==> config.mk <==
export PLATFORM = sky130hd
export DESIGN_NAME = tsd_mod_cell
export DESIGN_NICKNAME = d
export VERILOG_FILES = /design/src/tsd_pkg.sv /design/src/tsd_mod_cell.sv
export SDC_FILE = /design/constraint.sdc
export NUM_CORES = 1
export LEC_CHECK = 0
export ABC_CLOCK_PERIOD_IN_PS = 1650
export BUFFER_PORTS_ARGS = -buffer_cell sky130_fd_sc_hd__buf_4
export CAP_MARGIN = 15
export CORE_AREA = 3 3 202 204
export DETAILED_ROUTE_END_ITERATION = 8
export DIE_AREA = 0 0 205 207
export PLACE_DENSITY = 0.49
export SKIP_LAST_GASP = 1
export SLEW_MARGIN = 25
export SYNTH_ARGS = -nofsm -noshare
export SYNTH_HDL_FRONTEND = slang
export SYNTH_SLANG_ARGS = --single-unit
==> constraint.sdc <==
create_clock -name clk -period 1.65 [get_ports clk]
set_clock_uncertainty 0.05 [all_clocks]
set_input_delay 0.0825 -clock clk [delete_from_list [all_inputs] [get_ports clk]]
set_output_delay 0.0825 -clock clk [all_outputs]
set_load 0.01 [all_outputs]
==> src/tsd_pkg.sv <==
package tsd_pkg;

	localparam int RANK_BITS_DEF = 32;
	localparam int NUM_FIELDS    = 5;

	// Stage codes of an incoming request.
	localparam logic [1:0] STAGE_BASE    = 2'd0;
	localparam logic [1:0] STAGE_COEF    = 2'd1;
	localparam logic [1:0] STAGE_FINAL   = 2'd2;
	localparam logic [1:0] STAGE_INVALID = 2'd3;

	localparam logic STATUS_OK      = 1'b0;
	localparam logic STATUS_INVALID = 1'b1;

	// Field positions in the fold order.
	localparam int FIELD_SEED  = 0;
	localparam int FIELD_RUN   = 1;
	localparam int FIELD_STAGE = 2;
	localparam int FIELD_RANK  = 3;
	localparam int FIELD_GRANK = 4;

	localparam logic [63:0] FIELD_TAG [NUM_FIELDS] = '{
		64'h4241534553454544, 64'h52554e494e444558, 64'h5354414745544147,
		64'h574f524c4452414e, 64'h53504c495452414e
	};

	localparam logic [63:0] STAGE_WORD_BASE  = 64'h5036424153453032;
	localparam logic [63:0] STAGE_WORD_COEF  = 64'h5036434f45464632;
	localparam logic [63:0] STAGE_WORD_FINAL = 64'h503646494e414c32;

	localparam logic [63:0] MIX_ADD  = 64'h9e3779b97f4a7c15;
	localparam logic [63:0] MIX_MUL1 = 64'hbf58476d1ce4e5b9;
	localparam logic [63:0] MIX_MUL2 = 64'h94d049bb133111eb;

	typedef struct packed {
		logic [63:0] base_seed;
		logic [63:0] run_number;
		logic [1:0]  stage_code;
		logic [31:0] worker_rank;
		logic [31:0] worker_count;
		logic [31:0] group_size;
	} req_t;

	typedef struct packed {
		logic        result_status;
		logic [63:0] seed_out;
		logic [63:0] stage_word;
		logic [31:0] group_rank;
	} rsp_t;

	// Context that travels with a request down the pipeline.
	typedef struct packed {
		logic        err;
		logic [63:0] seed;
		logic [63:0] run;
		logic [1:0]  stage;
		logic [31:0] rank;
		logic [31:0] grank;
	} ctx_t;

	function automatic logic [63:0] stage_word(input logic [1:0] code);
		logic [63:0] w;
		case (code)
			STAGE_BASE:  w = STAGE_WORD_BASE;
			STAGE_COEF:  w = STAGE_WORD_COEF;
			STAGE_FINAL: w = STAGE_WORD_FINAL;
			default:     w = '0;
		endcase
		return w;
	endfunction

	function automatic logic [63:0] mul32(input logic [31:0] a, input logic [31:0] b);
		return 64'(a) * 64'(b);
	endfunction

endpackage

==> src/tsd_mod_cell.sv <==
module tsd_mod_cell #(
	parameter int WIDTH = tsd_pkg::RANK_BITS_DEF
) (
	input  logic             clk,
	input  logic             arst_n,
	input  logic             en,
	input  logic             v_i,
	input  logic [WIDTH-1:0] rem_i,
	input  logic [WIDTH-1:0] div_i,
	input  logic             num_bit,
	input  tsd_pkg::ctx_t    ctx_i,
	output logic             v_o,
	output logic [WIDTH-1:0] rem_o,
	output logic [WIDTH-1:0] div_o,
	output tsd_pkg::ctx_t    ctx_o
);
	import tsd_pkg::*;

	logic [WIDTH:0]   trial;
	logic [WIDTH:0]   diff;
	logic [WIDTH-1:0] rem_n;
	logic             v_s1;
	logic [WIDTH-1:0] rem_s1;
	logic [WIDTH-1:0] div_s1;
	ctx_t             ctx_s1;

	// One restoring step: bring in the next dividend bit and subtract when it fits.
	always_comb begin
		trial = {rem_i, num_bit};
		diff  = trial - {1'b0, div_i};
		rem_n = (trial >= {1'b0, div_i}) ? diff[WIDTH-1:0] : trial[WIDTH-1:0];
	end

	always_ff @(posedge clk or negedge arst_n) begin
		if (!arst_n) begin
			v_s1 <= 1'b0;
		end else if (en) begin
			v_s1 <= v_i;
		end
	end

	always_ff @(posedge clk) begin
		if (en) begin
			rem_s1 <= rem_n;
			div_s1 <= div_i;
			ctx_s1 <= ctx_i;
		end
	end

	assign v_o   = v_s1;
	assign rem_o = rem_s1;
	assign div_o = div_s1;
	assign ctx_o = ctx_s1;

endmodule

==> results.py <==
metrics = {
    "status": {
        "run_status": "finished, violations left",
        "violations": "negative hold slack, negative setup slack",
    },
    "sta": {
        "slew-limit-headroom_pct": 66.71,
        "period_share_pct": 131.3,
        "final_max_slew_viol_count": 0,
        "hold_violations": 2,
        "holdWs_ns": -0.3292,
        "finalSetupViolCount": 30,
        "tns_ns": -5.076,
        "layout_min_cycle_time_ns": 2.166,
        "worst_pin_slew_ns": 0.4941,
        "timing.fmax_mhz": 461.6,
        "final.setup.worst_slack_ns": -0.5164,
        "rsz0062_at_grt": "true",
    },
    "floorplanning": {
        "die_h_um": 207,
        "core_area_um2": 39460,
        "initial_core_util_pct": 25.38,
        "dieArea_um2": 42440,
        "die_x_um": 205,
        "num_rows": 73,
        "io_pins": 524,
    },
    "critical_path": {
        "cp_max_fo": 2,
        "cp-start-kind": "primary input",
        "end_kind": "flop",
        "worstPathRequired_ns": 1.94,
        "r2r_start": "v_o",
        "crit_chain": "buf_12 -> inv_12 -> ha_4 -> inv_2 -> fa_2 -> a21o_1 -> a221oi_4 -> o2111ai_2 -> a31o_4 -> a221oi_4 -> buf_4 -> buf_6 -> buf_4 -> xor2_1 -> o21ai_1",
        "crit_arrival_ns": 2.46,
        "worstSetupPathType": "in -> reg",
        "crit_slowest_cell": "fa_2",
        "critical_path.startpoint": "num_bit",
        "slowest_delay_ns": 0.33,
    },
    "worst_hold_path": {
        "holdCritPathClass": "in -> reg",
        "holdCritStartpoint": "div_i[0]",
    },
    "job": {
        "drv_cap": 0,
    },
    "logic_synthesis": {
        "synth.distinct_cells": 48,
        "synth_area_um2": 10010,
        "synth_edf_count": 259,
        "synth_area_per_cell_um2": 16.52,
        "ys.flop_type": "edfxtp_1",
        "syn_nets": 903,
        "yosysWarnings": 0,
        "synth-seq-cells": 260,
        "ys_seq_area_share_pct": 77.92,
        "postSynthCellCount": 606,
        "synth_async_sr_flop_share_pct": 0.3846,
    },
    "cts": {
        "clk_pin_slew_ns": 0.07,
        "cts_made_buffers": 31,
        "insertion_delay_ns": 0.58,
        "cts_tree": "built",
        "cts_root_buffer": "clkbuf_16",
        "clockBufferDepth": 3,
        "clkSinkCount": 260,
        "ctsHtreeMaxLevel": 1,
    },
    "grt": {
        "antenna_found_initial": 3,
        "grt_pass1_wl_um": 59710,
        "grtUsageTotal_pct": 18.75,
        "grt_pass1_vias": 9282,
        "overflow": 0,
        "grt_max_degree": 69,
    },
    "layout": {
        "fin_util_pct": 51.07,
        "multiInputGateArea_um2": 2541,
        "diodes": 0,
        "final_cell_mix": "buf_4 (644), dlygate4sd3_1 (262), edfxtp_1 (259), nand2_1 (43), inv_1 (35)",
        "layout-drive-gt1-share_pct": 50.98,
        "final_nets": 1856,
        "fin_area_um2": 20150,
        "regArea_um2": 7802,
        "final_common_cell": "buf_4",
        "final_cells": 2108,
        "fillers": 3460,
        "area_growth_pct": 101.2,
    },
    "detailed_routing": {
        "dr.pass1.iters": 4,
        "drc": 0,
        "first_iter_violations": 509,
        "num_vias": 8905,
        "wl_per_cell_um": 19.93,
        "final_antenna_net_count": 0,
        "wl_um": 42000,
        "viasPerCell": 4.224,
    },
    "placed_design": {
        "place_area_um2": 15900,
        "portBuffers": 523,
        "place_ws_ns": -1.230,
        "dp_cells": 1773,
        "place_hpwl_um": 31350,
        "routabilityCongestion": 0.8206,
    },
    "pwr": {
        "p_leak_nw": 8.571,
        "p_total_mw": 19.21,
        "ir_drop_mv": 0.7652,
        "pwr_density_cell_nw_per_um2": 953.1,
    },
}
cell families (layout without fill, tap and decap cells):
family	after synthesis	in the layout	synth area share, %
flops	260	260	77.92
compound gates	123	123	8.110
simple gates	97	97	4.448
buf+inv	61	1038	2.374
fa+ha+maj	33	33	4.198
xor+xnor	26	26	2.274
mux	6	6	0.6747
layer usage:
layer  GRT usage (%)  part of all wire, %  up-vias
li1                -                    -     4222
met3           4.479                  6.9       71
met1           21.10                   37     4294
met4           6.057                  3.3        6
met2           34.57                   53      312
met5               0                0.098        -
synthesized netlist by cell type, types with 2 or more instances:
| cell type | number | area share, % |
|---|---|---|
| a31oi_1 | 4 | 0.25 |
| o211ai_1 | 5 | 0.37 |
| buf_4 | 2 | 0.15 |
| a221oi_4 | 2 | 0.52 |
| o31ai_1 | 4 | 0.30 |
| o21ai_1 | 8 | 0.40 |
| a21oi_1 | 30 | 1.5 |
| nor3_1 | 5 | 0.25 |
| o21a_1 | 8 | 0.60 |
| o2111ai_1 | 3 | 0.26 |
| nand2b_1 | 5 | 0.31 |
| o21ai_0 | 30 | 1.5 |
| o211a_1 | 2 | 0.20 |
| nand4_1 | 8 | 0.50 |
| ha_1 | 32 | 4.0 |
| inv_1 | 46 | 1.7 |
| a41oi_1 | 3 | 0.26 |
| edfxtp_1 | 259 | 78 |
| nor2_1 | 17 | 0.64 |
| clkbuf_1 | 12 | 0.45 |
| o22ai_1 | 2 | 0.12 |
| a21o_1 | 7 | 0.52 |
| xor2_1 | 13 | 1.1 |
| xnor2_1 | 13 | 1.1 |
| o21bai_1 | 5 | 0.37 |
| and3_1 | 2 | 0.12 |
| nand3_1 | 5 | 0.25 |
| or3_1 | 2 | 0.12 |
| a211oi_1 | 4 | 0.30 |
| mux2_2 | 5 | 0.56 |
| nand2_1 | 46 | 1.7 |
path summary, 6_finish.rpt:
kind / end / slack [ns] / depth (start not counted)
worst min register to register: v_o / 0.46 / 1
worst max-delay path: rem_o[20] / -0.52 / 15
worst min-delay path: div_o[0] / -0.33 / 1
max in group asynchronous: v_o / 1.08 / 3
worst max register to register: v_o / 0.86 / 1
min in group asynchronous: v_o / 0.36 / 3
state kept, by name, summed over array words and instances (netlist names):
name / cells
div_o: 32
rem_o: 32
v_o: 1
ctx_o: 195
what timing repair did:
action / CTS / global route
gates resized for setup: 53 / 41
endpoints found under the hold margin: 289 / 3
setup buffers: 6 / 7
cloned: 2 / 1
pin swaps: 24 / 29
hold buffers: 261 / 1
setup endpoints to repair: 32 / 32
final cells by class:
type	instances	share of cell area [%]
Sequential cell	260	38.72
Inverter	46	1.056
Tap cell	525	3.260
Clock inverter	20	0.9996
Clock buffer	37	3.961
Timing Repair Buffer	935	39.40
Multi-Input combinational cell	285	12.61
where the power goes:
group | internal [mW] | total, mW | switching [mW] | leakage [nW]
Clock | 3.93 | 6.74 | 2.81 | 0.481
Combinational | 2.44 | 4.33 | 1.90 | 5.54
Sequential | 7.95 | 8.14 | 0.181 | 2.55
Total | 14.3 | 19.2 | 4.88 | 8.57
critical path, delay by kind of cell:
kind	cells	cell delay, ns
AOI/OAI and AO/OA	6	1.25
buffers and inverters	6	0.54
adders and majority gates	2	0.44
xor gates and xnor gates	1	0.13
Power figures use the tool's default switching activity.
